File: src/rtl/core/kt_pkg.sv
`default_nettype none
package kt_pkg;

	// controller states
	typedef enum logic [2:0] {
		ST_IDLE,
		ST_MSTART,
		ST_MWAIT,
		ST_DSTART,
		ST_DWAIT,
		ST_OUT
	} state_t;

	// micro-operations of one update, in issue order
	typedef enum logic [3:0] {
		OP_PRED,
		OP_DP11,
		OP_P00,
		OP_P11,
		OP_K0,
		OP_K1,
		OP_BIAS,
		OP_ANG,
		OP_P10C,
		OP_P11C,
		OP_P00C,
		OP_P01C
	} op_t;

	// product scaling
	typedef enum logic [1:0] {
		SH16,
		SH24,
		SH32
	} shift_t;

	// request kinds carried in tuser
	localparam logic KIND_UPDATE = 1'b0;
	localparam logic KIND_SET    = 1'b1;

	// register indexes
	localparam logic [1:0] REG_ANGLE_NOISE = 2'd0;
	localparam logic [1:0] REG_BIAS_NOISE  = 2'd1;
	localparam logic [1:0] REG_MEAS_NOISE  = 2'd2;

	localparam logic [23:0] ANGLE_NOISE_RST = 24'd16777;
	localparam logic [23:0] BIAS_NOISE_RST  = 24'd50332;
	localparam logic [23:0] MEAS_NOISE_RST  = 24'd503316;

	typedef struct packed {
		logic load;
		logic mul_start;
		logic div_start;
		logic out_load;
		op_t  op;
	} cmd_t;

	typedef struct packed {
		logic mul_done;
		logic div_done;
		logic s_pos;
		logic out_free;
	} sts_t;

	function automatic logic signed [31:0] sat32(input logic signed [63:0] v);
		logic signed [31:0] r;
		if (v > 64'sd2147483647) r = 32'sh7FFFFFFF;
		else if (v < -64'sd2147483648) r = 32'sh80000000;
		else r = v[31:0];
		return r;
	endfunction

	function automatic logic signed [47:0] sat48(input logic signed [63:0] v);
		logic signed [47:0] r;
		if (v > 64'sd140737488355327) r = 48'sh7FFFFFFFFFFF;
		else if (v < -64'sd140737488355328) r = 48'sh800000000000;
		else r = v[47:0];
		return r;
	endfunction

endpackage
`default_nettype wire

File: src/rtl/core/kt_ctrl.sv
`default_nettype none
module kt_ctrl (
	input  wire           clk,
	input  wire           arst_n,
	input  wire           in_valid,
	input  wire           kind,
	output logic          in_ready,
	input  wire kt_pkg::sts_t sts,
	output kt_pkg::cmd_t  cmd
);

	kt_pkg::state_t state_q, state_d;
	kt_pkg::op_t    op_q, op_d;

	always_ff @(posedge clk or negedge arst_n) begin
		if (!arst_n) begin
			state_q <= kt_pkg::ST_IDLE;
			op_q    <= kt_pkg::OP_PRED;
		end else begin
			state_q <= state_d;
			op_q    <= op_d;
		end
	end

	// sequencing of one request
	always_comb begin
		state_d       = state_q;
		op_d          = op_q;
		in_ready      = 1'b0;
		cmd.load      = 1'b0;
		cmd.mul_start = 1'b0;
		cmd.div_start = 1'b0;
		cmd.out_load  = 1'b0;
		cmd.op        = op_q;
		unique case (state_q)
			kt_pkg::ST_IDLE: begin
				in_ready = 1'b1;
				if (in_valid) begin
					cmd.load = 1'b1;
					op_d     = kt_pkg::OP_PRED;
					state_d  = (kind == kt_pkg::KIND_SET) ? kt_pkg::ST_OUT : kt_pkg::ST_MSTART;
				end
			end
			kt_pkg::ST_MSTART: begin
				cmd.mul_start = 1'b1;
				state_d = kt_pkg::ST_MWAIT;
			end
			kt_pkg::ST_DSTART: begin
				cmd.div_start = 1'b1;
				state_d = kt_pkg::ST_DWAIT;
			end
			kt_pkg::ST_MWAIT: begin
				if (sts.mul_done) begin
					state_d = kt_pkg::ST_MSTART;
					unique case (op_q)
						kt_pkg::OP_PRED: op_d = kt_pkg::OP_DP11;
						kt_pkg::OP_DP11: op_d = kt_pkg::OP_P00;
						kt_pkg::OP_P00:  op_d = kt_pkg::OP_P11;
						kt_pkg::OP_P11: begin
							op_d    = kt_pkg::OP_BIAS;
							if (sts.s_pos) begin
								op_d    = kt_pkg::OP_K0;
								state_d = kt_pkg::ST_DSTART;
							end
						end
						kt_pkg::OP_BIAS: op_d = kt_pkg::OP_ANG;
						kt_pkg::OP_ANG:  op_d = kt_pkg::OP_P10C;
						kt_pkg::OP_P10C: op_d = kt_pkg::OP_P11C;
						kt_pkg::OP_P11C: op_d = kt_pkg::OP_P00C;
						kt_pkg::OP_P00C: op_d = kt_pkg::OP_P01C;
						default:         state_d = kt_pkg::ST_OUT;
					endcase
				end
			end
			kt_pkg::ST_DWAIT: begin
				if (sts.div_done) begin
					if (op_q == kt_pkg::OP_K0) begin
						op_d    = kt_pkg::OP_K1;
						state_d = kt_pkg::ST_DSTART;
					end else begin
						op_d    = kt_pkg::OP_BIAS;
						state_d = kt_pkg::ST_MSTART;
					end
				end
			end
			kt_pkg::ST_OUT: begin
				if (sts.out_free) begin
					cmd.out_load = 1'b1;
					state_d = kt_pkg::ST_IDLE;
				end
			end
			default: state_d = kt_pkg::ST_IDLE;
		endcase
	end

	// an update request never produces its result in the next cycle
	a_no_early_out: assert property (@(posedge clk) disable iff (!arst_n)
		(in_valid && in_ready && kind == kt_pkg::KIND_UPDATE) |=> !cmd.out_load)
		else $error("update result issued too early");

	// unit completions only arrive while waiting for them
	a_mul_done_wait: assert property (@(posedge clk) disable iff (!arst_n)
		sts.mul_done |-> state_q == kt_pkg::ST_MWAIT)
		else $error("multiplier done outside wait");

	a_div_done_wait: assert property (@(posedge clk) disable iff (!arst_n)
		sts.div_done |-> state_q == kt_pkg::ST_DWAIT)
		else $error("divider done outside wait");

	// result register is never overwritten while still full
	a_out_free: assert property (@(posedge clk) disable iff (!arst_n)
		cmd.out_load |-> sts.out_free)
		else $error("result overwritten");

endmodule
`default_nettype wire
File: config.mk
export PLATFORM = sky130hd
export DESIGN_NAME = kt_ctrl
export DESIGN_NICKNAME = d
export VERILOG_FILES = /design/src/rtl/core/kt_pkg.sv /design/src/rtl/core/kt_ctrl.sv
export SDC_FILE = /design/constraint.sdc
export NUM_CORES = 1
export LEC_CHECK = 0
export ABC_AREA = 0
export BUFFER_PORTS_ARGS = -buffer_cell sky130_fd_sc_hd__buf_4
export CORE_MARGIN = 2
export CORE_UTILIZATION = 44
export CTS_CLUSTER_DIAMETER = 60
export CTS_CLUSTER_SIZE = 12
export DETAILED_ROUTE_END_ITERATION = 8
export HOLD_SLACK_MARGIN = 0.08
export PLACE_DENSITY = 0.7
export RECOVER_POWER = 50
export SYNTH_ARGS = -nofsm -noshare
export SYNTH_HDL_FRONTEND = slang
export SYNTH_SLANG_ARGS = --single-unit
File: constraint.sdc
create_clock -name clk -period 1.5 [get_ports clk]
set_clock_uncertainty 0.2 [all_clocks]
set_input_delay 0.15 -clock clk [delete_from_list [all_inputs] [get_ports clk]]
set_output_delay 0.15 -clock clk [all_outputs]
set_load 0.02 [all_outputs]
; ---- After elaboration in Yosys (flattened, before gate mapping)
; Index checks and enable logic that the tools add are counted.
; W data, S select, Z words.
[classes]
n_div = 0
shift = 0
bitwise = 0
muxes = 23
n_addsub = 0
magnitude_cmp = 0
n_eq_ne = 19
mul = 0
n_reduce_logical = 6
[op_table]
columns = cell, n
row1 = $pmux W4 S9, 1
row2 = $pmux W3 S6, 1
row3 = $mux W3, 5
row4 = $eq A4 B3 Y1 const B, 3
row5 = $eq A4 B4 Y1 const B, 3
row6 = $mux W4, 3
row7 = $pmux W4 S3, 1
row8 = $ne A10 B2 Y1 const B, 1
row9 = $eq A4 B2 Y1 const B, 2
row10 = $mux W2, 4
row11 = $ne A2 B2 Y1 const B, 4
row12 = $reduce_or A8 Y1, 1
row13 = $mux W1, 7
row14 = $eq A3 B2 Y1 const B, 2
row15 = $eq A3 B3 Y1 const B, 2
row16 = $pmux W3 S2, 1
row17 = $reduce_and A5 Y1, 1
row18 = $eq A4 B1 Y1 const B, 1
row19 = $logic_not A4 Y1, 1
row20 = $reduce_and A4 Y1, 1
row21 = $eq A3 B1 Y1 const B, 1
row22 = $logic_not A3 Y1, 1
row23 = $reduce_bool A3 Y1, 1
[word_totals]
ramBits = 0
rom_bits = 0
latchBits = 0
memories = 0
output_inout_bits = 9
register_bits = 7
elab_cells = 50

; ---- Longest topological paths before layout
; Gate-level depths: netlist of run 1.
[depth]
word_depth = 5
depth_mapped = 5
ltp_nobuf = 4

; ---- Worst setup path before layout of run 1
; Ideal clock, no wire load.
[synth_timing]
path_type = register to output
start = register state_q[0]
end = output cmd[7] (netlist name)
stages_incl_launch_ff = 4
t_arrival_ns = 1.448
required_time_ns = 1.150
slack_ns = -0.298
path_cell_list = dfrtp_1 buf_2 nor3_1 and2_1
[synth_lines]
columns = item, line
row1 = from (decl), kt_ctrl.sv:12  ; kt_pkg::state_t state_q, state_d;
row2 = from (signal assigned), kt_ctrl.sv:17  ; state_q <= kt_pkg::ST_IDLE;
row3 = from (signal assigned), kt_ctrl.sv:20  ; state_q <= state_d;
row4 = to (decl), kt_ctrl.sv:9  ; output kt_pkg::cmd_t cmd

; ---- Worst setup path in the final report of run 1
[layout_timing]
start = register state_q[1]
end = register op_q[1]
[layout_via]
elab_chain_cells = 3
[layout_lines]
columns = item, line
row1 = "$eq A3 B2 Y1, or another cell as far along", kt_ctrl.sv:35  ; unique case (state_q)
row2 = "$ne A10 B2 Y1 (no line), or another cell as far along", -
row3 = $reduce_and A5 Y1 (no line), -
row4 = to (signal assigned), kt_ctrl.sv:18  ; op_q <= kt_pkg::OP_PRED;
row5 = to (signal assigned), kt_ctrl.sv:21  ; op_q <= op_d;
row6 = to (decl), kt_ctrl.sv:13  ; kt_pkg::op_t op_q, op_d;
; Parallel ways exist; a longest one is shown, timed or not.
; A chain may end at the register's enable or synchronous reset.

==> summary.txt, run 1 <==
Status: finished with violations
Failing checks: setup timing
Endpoint class of the critical path: flop
Ys flop type: dfrtp_1
Share of cells above drive strength 1: 0.6017
Die Ht: 40.83 microns
CTS tree: done
Grt ovf: 0
Layout area overhead: 94.55%
Die width: 40.83 microns
Post-Place Cell Area: 850.8 sq um
Pleak: 0.0005224 uW
Footprint of the multi-input gates: 480.5 sq um
Final Wtd Congestion: 0.8790
Post-synth top area cell: dfrtp_1
Drt via density: 6.203
Nets: 127
IO Port Bufs: 16
Final setup fails: 12
# DRC: 0
Register area share after synthesis: 0.2935
First DRT Iteration DRCs: 75
Synth warnings: 0
Global-route wire length before repair: 3601 microns
FF+latch area: 181.4 sq um
Largest net degree at the start of global routing: 11
Initial Util: 0.4645
Max-slew violations: 0
Vias in the first global route: 744
Worst EP required: 1.44 ns
Total track usage: 0.3439
Die area: 1667 sq um
Clock buffer depth: 2
Share of the synthesized area in the top cell type: 0.2935
Antenna Nets Post-Route: 0
Post-Syn Instances: 70
CP startpoint kind: flop
RSZ-0062 raised after global routing: yes
Clk pin slew, worst setup/hold paths: 0.06 ns
Routed wire length: 2832 microns
Clock root buffer: clkbuf_4
Detailed Routing Iterations Pass 1: 4
# fillers: 55
Core Region: 1285 sq um
Worst vdd ir: 1.629 mV
Max-cap violations: 0
Synth async-reset ratio: 1.000
Hpwl dp: 1213 microns
# IOs: 17
Most Frequent Cell on Critical Path: buf_6
Fin area: 1161 sq um
Hold WS: 0.2083 ns
Crit path cell chain: buf_6 > buf_6 > o31ai_4 > buf_4 > o211ai_1 > a22o_1
Yosys cell types: 38
WS Path Type: flop to flop
Fin util: 0.9036
Pwr dens: 2127 nW/um^2
# rows: 13
Hold Vio Cnt, Final: 0
Min-Delay Path Class: input pin to flop
Max Fclk: 566.6 MHz
Crit path arrival time: 1.71 ns
Cts bufs inserted: 3
Fin crit share: 1.177
#FFs+latches synth: 7
Avg Cell Area, Syn: 8.526 sq um
Worst rel slew slack: 0.7550
Critical path's slowest cell: dfrtp_2
Setup ws final: -0.2651 ns
Clock latency on the worst-skew pair: 0.27 ns
Syn Std Cell Area: 596.8 sq um
Initial antenna violation count: 0
Dominant cells by area after synthesis: dfrtp_1 (29%), nand2b_1 (5.2%), nor2_1 (4.4%)
Pre-CTS WS: -0.09126 ns
Syn_nets: 78
Post-DR wirelength/cell: 21.29 microns
Post-synth EDFFs: 0
Worst path max stage delay: 0.43 ns
Post-synth top cells: dfrtp_1 (7), nor2_1 (7), a21oi_1 (5), nand2b_1 (5), nor3_1 (5)
ANT cells: 0
Clock sink count: 7
Via count: 825
Max FO, Critical Path: 3
CTS H-Tree Depth: 1
Post-route minimum period: 1.765 ns
Worst Tran Pin Value: 0.3637 ns
[final cells by class]
cell class,instances,area share
Multi-Input combinational cell,54,0.4138
Timing Repair Buffer,51,0.3847
Sequential cell,7,0.1563
Tap cell,15,0.01616
Clock buffer,4,0.02263
Inverter,2,0.006466
[metal layers]
| layer | vias up | global-route usage | share of wire |
|---|---|---|---|
| li1 | 352 | - | - |
| met1 | 386 | 0.4323 | 0.37 |
| met2 | 75 | 0.5625 | 0.51 |
| met3 | 12 | 0.05435 | 0.091 |
| met4 | 0 | 0.1667 | 0.031 |
| met5 | - | 0 | 0 |
[where the power goes]
group	leakage (uW)	switching (uW)	internal, uW	total [uW]
combinational	0.000422	913	1020	1930
sequential	0.0000849	85.5	266	351
clock	0.0000150	86.7	103	189
[worst max-delay path: cells and delay by family, from the launching register on]
family	cells	cell delay (ns)
buf+inv	3	0.42
flops	1	0.43
compound gates	3	0.58
[registers in the layout, indices dropped and copies added, names as in the netlist]
name,flops
op_q,4
state_q,3
[cells by family (layout without fill, tap and decap cells)]
group,Yosys count,in the layout,synth area share
buffers and inverters,9,57,0.08177
AO/OA/AOI/OAI,20,20,0.2495
multiplexers,2,2,0.04192
AND/OR/NAND/NOR,31,31,0.3187
XOR/XNOR,1,1,0.01468
flip-flops,7,7,0.2935
[final timing paths]
kind	start	to	slack (ns)	cells after the start
setup / recovery	state_q[1]	op_q[1]	-0.27	6
hold reg to reg	op_q[1]	op_q[3]	0.50	2
min in group asynchronous	arst_n	op_q[3]	0.68	3
max in group asynchronous	arst_n	op_q[2]	0.13	3
hold / removal	sts[1]	state_q[1]	0.21	5
setup reg to reg	state_q[1]	op_q[1]	-0.27	6
[per-stage QoR]
step / power, uW / setup TNS [ns] / std cells
6_report: 2469 / -2.052 / 133
2_1_floorplan: 1101 / -0.2010 / 70
5_1_grt: 2550 / -2.352 / 133
3_3_place_gp: 1542 / -0.2152 / 112
3_5_place_dp: 1565 / -0.3402 / 112
4_1_cts: 2219 / -1.416 / 132
[cell usage in the layout (no fill, tap or decap), types with 2 or more instances in the layout]
cell,Yosys,layout
a21oi_1,5,5
inv_1,2,2
clkbuf_4,0,4
nand2_1,2,2
and2_4,1,3
nor2_1,7,6
dlygate4sd3_1,0,5
clkbuf_1,2,3
dfrtp_2,0,5
nand2b_1,5,4
dfrtp_1,7,2
buf_4,1,28
buf_6,1,13
nor3_1,5,3
[repair_timing]
action | 4_1_cts | 5_1_grt
gates resized for setup | 26 | 6
setup endpoints to repair | 11 | 12
buffers inserted | 11 | 1
gates cloned | 0 | 0
hold buffers | 5 | 0
pin swaps | 10 | 4
hold endpoints to repair | 10 | 0
Power figures use the tool's default switching activity.
==> inputs of run 2 (changes only) <==
--- a/config.mk
+++ b/config.mk
@@ -13,7 +13,7 @@
 export CTS_CLUSTER_SIZE = 12
 export DETAILED_ROUTE_END_ITERATION = 8
 export HOLD_SLACK_MARGIN = 0.08
-export PLACE_DENSITY = 0.7
+export PLACE_DENSITY_LB_ADDON = 0.05
 export RECOVER_POWER = 50
 export SYNTH_ARGS = -nofsm -noshare
 export SYNTH_HDL_FRONTEND = slang
==> run 2 against run 1 <==
Net effect: the run still ends with setup timing left; routed wire length down 21%; clock power down 3%; worst hold slack worse by 0.12 ns; critical path depth unchanged; cell count down 6.8%; non-clock buffer count down 9; count of clock-buffer cells in the layout unchanged; global-route usage down 7.7 points; register-to-register slack about the same; flip-flop and latch count unchanged; first-iteration DRC count down 57%; setup slack better by 0.012 ns; critical path type unchanged; largest power group unchanged.
==> summary.txt, run 2 (same netlist as run 1, synthesis figures left out) <==
Reg with most FFs: op_q
Clk pin slew, worst setup/hold paths: 0.06 ns
CTS H-Tree Depth: 1
Pwr dens: 2035 nW/um^2
# rows: 13
Pleak: 0.0004738 uW
Die Ht: 40.83 microns
# fillers: 85
Final Wtd Congestion: 0.7805
Vias in the first global route: 642
WS Path Type: flop to flop
Worst rel slew slack: 0.7713
Max FO, Critical Path: 6
Share of cells above drive strength 1: 0.5229
Largest net degree at the start of global routing: 12
Fin area: 1040 sq um
Top Registers: op_q (4), state_q (3)
Via count: 762
Total track usage: 0.2671
Crit path arrival time: 1.69 ns
Setup ws final: -0.2535 ns
Clock latency on the worst-skew pair: 0.26 ns
Nets: 118
Drt via density: 6.145
CTS tree: done
First DRT Iteration DRCs: 32
Min-Delay Path Class: input pin to flop
Core Region: 1285 sq um
CP startpoint kind: flop
# IOs: 17
Commonest non-fill, non-tap cells in the layout: buf_4 (26), buf_6 (10), nor2_1 (6)
Commonest non-fill, non-tap cell in the layout: buf_4
Largest register FFs: 4
ANT cells: 0
Failing checks: setup timing
Endpoint class of the critical path: flop
Hpwl dp: 1176 microns
Die width: 40.83 microns
Worst EP required: 1.44 ns
# DRC: 0
Status: finished with violations
Fin util: 0.8092
Antenna Nets Post-Route: 0
Routed wire length: 2251 microns
Post-route minimum period: 1.754 ns
Final setup fails: 12
Initial Util: 0.4645
Post-DR wirelength/cell: 18.15 microns
Hold Vio Cnt, Final: 0
Post-Place Cell Area: 823.3 sq um
Worst Tran Pin Value: 0.3422 ns
Max-cap violations: 0
Detailed Routing Iterations Pass 1: 4
Max-slew violations: 0
Placed Cells: 110
Grt ovf: 0
Initial antenna violation count: 0
Finished Layout Cells: 124
Cts bufs inserted: 3
PnR Total Power: 2116 uW
RSZ-0062 raised after global routing: yes
Layout area overhead: 74.21%
Fin crit share: 1.169
Max Fclk: 570.3 MHz
Clock root buffer: clkbuf_4
Die area: 1667 sq um
IO Port Bufs: 16
Global-route wire length before repair: 2891 microns
Worst vdd ir: 1.190 mV
Pre-CTS WS: -0.1403 ns
Clock buffer depth: 2
Clock sink count: 7
run 2: final timing paths:
check                           startpoint    endpoint  slack [ns]  depth (start not counted)
worst max-delay path            state_q[0]  state_q[2]       -0.25                          6
worst min-delay path                sts[2]  state_q[1]        0.09                          3
worst max register to register  state_q[0]  state_q[2]       -0.25                          6
worst min register to register     op_q[2]     op_q[2]        0.51                          2
max in group asynchronous           arst_n  state_q[1]        0.16                          3
min in group asynchronous           arst_n  state_q[0]        0.67                          3
run 2: timing repair:
item / CTS / global route
endpoints found under the hold margin: 9 / 0
hold buffers: 4 / 0
endpoints found under the setup margin: 10 / 12
setup buffers: 4 / 2
gates resized for setup: 12 / 11
pin swaps: 3 / 0
run 2: area by class of cell:
| cell class | count | area, sq um | area share |
|---|---|---|---|
| timing repair buffer | 42 | 360.3 | 0.3466 |
| inverter | 2 | 7.507 | 0.007220 |
| multi-input combinational | 54 | 449.2 | 0.4320 |
| clock buffer | 4 | 26.28 | 0.02527 |
| tap | 15 | 18.77 | 0.01805 |
| sequential | 7 | 177.7 | 0.1709 |
run 2: worst max-delay path: stages (launching register included):
cell      delay [ns]
dfrtp_1         0.40
buf_6           0.13
buf_6           0.12
and4bb_1        0.23
a211oi_2        0.29
xnor2_1         0.19
a21oi_1         0.07
run 2: per-stage QoR:
step / TNS (ns) / hold slack (ns)
after CTS: -1.025 / 0.08528
after global placement: -0.2204 / -0.2315
after global routing: -2.034 / 0.1246
after detailed placement: -0.3144 / -0.2307
after floorplan: -0.2010 / -0.3456
final: -1.553 / 0.08765
run 2: power by group:
group / switching [uW] / leakage, uW / total, uW / internal (uW)
clock: 81.7 / 0.0000150 / 184 / 102
combinational: 732 / 0.000370 / 1550 / 822
sequential: 117 / 0.0000892 / 378 / 261
run 2: per-layer routing:
metal | routed length [microns] | GRT usage | vias up
met5 | 0 | 0 | -
met4 | 59 | 0.1917 | 0
met3 | 175 | 0.02717 | 8
met2 | 1173 | 0.4219 | 57
met1 | 843 | 0.3322 | 364
li1 | - | - | 333
==> inputs of run 3 (changes only) <==
--- a/config.mk
+++ b/config.mk
@@ -13,7 +13,7 @@
 export CTS_CLUSTER_SIZE = 12
 export DETAILED_ROUTE_END_ITERATION = 8
 export HOLD_SLACK_MARGIN = 0.08
-export PLACE_DENSITY_LB_ADDON = 0.05
+export PLACE_DENSITY = 0.72
 export RECOVER_POWER = 50
 export SYNTH_ARGS = -nofsm -noshare
 export SYNTH_HDL_FRONTEND = slang
==> constraint.sdc (replaced) <==
create_clock -name clk -period 1.6 [get_ports clk]
set_clock_uncertainty 0.2 [all_clocks]
set_input_delay 0.16 -clock clk [delete_from_list [all_inputs] [get_ports clk]]
set_output_delay 0.16 -clock clk [all_outputs]
set_load 0.02 [all_outputs]
==> run 3 against run 2 <==
Net effect: the run still ends with setup timing left; clock power down 6%; via count down 2.8%; total power down 7.5%; routed wire length down 6.0%; cell count down 2.4%; setup slack better by 0.16 ns; design area down 0.48%; largest power group unchanged; highest routed layer unchanged.
==> summary.txt, run 3 (same netlist as run 1, synthesis figures left out) <==
Worst Tran Pin Value: 0.3400 ns
Hold Vio Cnt, Final: 0
Pwr dens: 1892 nW/um^2
Met1 Resource Use GR: 0.2876
WS Path Type: flop to flop
Global-route wire length before repair: 2470 microns
Setup ws final: -0.09583 ns
Commonest non-fill, non-tap cell in the layout: buf_4
Min-Delay Path Class: input pin to flop
Nets: 115
Sequential share of power: 0.173
Max FO, Critical Path: 5
# rows: 13
Max-slew violations: 0
ANT cells: 0
Met2 usage: 0.3906
Clock buffer depth: 2
Gate power share: 0.738
Switching power: 879.7 uW
First DRT Iteration DRCs: 38
Failing checks: setup timing
IO Port Bufs: 16
Hold WS: 0.1344 ns
Final Wtd Congestion: 0.7997
Largest net degree at the start of global routing: 12
Vias in the first global route: 546
Routed wire length: 2116 microns
Switching Fraction: 0.4493
Grt ovf: 0
Hpwl dp: 1130 microns
Clock root buffer: clkbuf_4
Global route hottest layer: met2
Drt via density: 6.124
Status: finished with violations
Antenna Nets Post-Route: 0
Fin crit share: 1.060
Final setup TNS: -0.3902 ns
PnR Total Power: 1958 uW
Die width: 40.83 microns
Clock latency on the worst-skew pair: 0.27 ns
Worst rel slew slack: 0.7726
Power Internal: 1078 uW
Clock Power Share: 0.088
Initial Util: 0.4645
Die area: 1667 sq um
Initial antenna violation count: 0
Total track usage: 0.2315
Die Ht: 40.83 microns
Largest register FFs: 4
Pleak: 0.0004472 uW
Max-cap violations: 0
Endpoint class of the critical path: flop
Met3 Use GR: 0.03261
Reg with most FFs: op_q
CTS H-Tree Depth: 1
Post-DR wirelength/cell: 17.49 microns
Top Registers: op_q (4), state_q (3)
Share of cells above drive strength 1: 0.5377
# IOs: 17
RSZ-0062 raised after global routing: yes
Core Region: 1285 sq um
Crit path arrival time: 1.64 ns
Layout area overhead: 73.37%
Clock sink count: 7
Clk pin slew, worst setup/hold paths: 0.06 ns
Reg2Reg Setup Slack: -0.1 ns
Detailed Routing Iterations Pass 1: 4
Worst vdd ir: 1.399 mV
Worst EP required: 1.54 ns
CP startpoint kind: flop
Post-route minimum period: 1.696 ns
Final setup fails: 6
Via count: 741
Cts bufs inserted: 3
# DRC: 0
CTS tree: done
Max Fclk: 589.7 MHz
Commonest non-fill, non-tap cells in the layout: buf_4 (22), buf_6 (9), nor2_1 (5)
[run 3: area by class of cell]
cell class,count,area (sq um)
Clock buffer,4,26.28
Fill cell,79,250.2
Inverter,2,7.507
Multi-Input combinational cell,54,475.5
Sequential cell,7,180.2
Tap cell,15,18.77
Timing Repair Buffer,39,326.6
[run 3: per-stage QoR]
step / setup slack, ns / cells / instance area (sq um) / utilization
2_1_floorplan: -0.009327 / 70 / 620.6 / -
3_3_place_gp: 0.01651 / 106 / 793.3 / 0.6173
3_5_place_dp: -0.03125 / 106 / 793.3 / 0.6173
4_1_cts: -0.06366 / 119 / 932.1 / 0.7254
5_1_grt: -0.1253 / 121 / 1035 / 0.8053
6_report: -0.09583 / 121 / 1035 / 0.8053
[run 3: routing by layer]
layer  vias to the layer above  share of wire
met3                         3          0.070
met2                        42           0.49
li1                        329              -
met4                         0          0.014
met1                       367           0.43
met5                         -              0
[run 3: worst max-delay path, cell delays in order, from the launching register on]
cell and delay (ns):
dfrtp_2 0.44, buf_6 0.14, buf_6 0.11, and4bb_1 0.31, a211oi_2 0.06, xnor2_1 0.22
a21oi_1 0.08
[run 3: final timing paths]
check	from	end	cells past startpoint
setup / recovery	state_q[1]	state_q[2]	6
hold / removal	sts[3]	state_q[1]	4
setup reg to reg	state_q[1]	state_q[2]	6
hold reg to reg	op_q[2]	op_q[3]	2
max in group asynchronous	arst_n	op_q[2]	3
min in group asynchronous	arst_n	state_q[0]	3
[run 3: what timing repair did]
| action | 4_1_cts | 5_1_grt |
|---|---|---|
| hold buffers | 4 | 0 |
| setup endpoints to repair | 6 | 9 |
| endpoints found under the hold margin | 10 | 0 |
| gates cloned | 0 | 0 |
| pin swaps | 0 | 4 |
| setup buffers | 5 | 2 |
| resized for setup | 8 | 19 |
[run 3: power by group through the flow]
stage | combinational [uW] | sequential [uW] | clock, uW
4_1_cts | 1180 | 327 | 175
2_1_floorplan | 706 | 325 | 0
6_report | 1450 | 339 | 173
3_3_place_gp | 1010 | 326 | 0
3_5_place_dp | 1020 | 333 | 0
5_1_grt | 1530 | 345 | 186
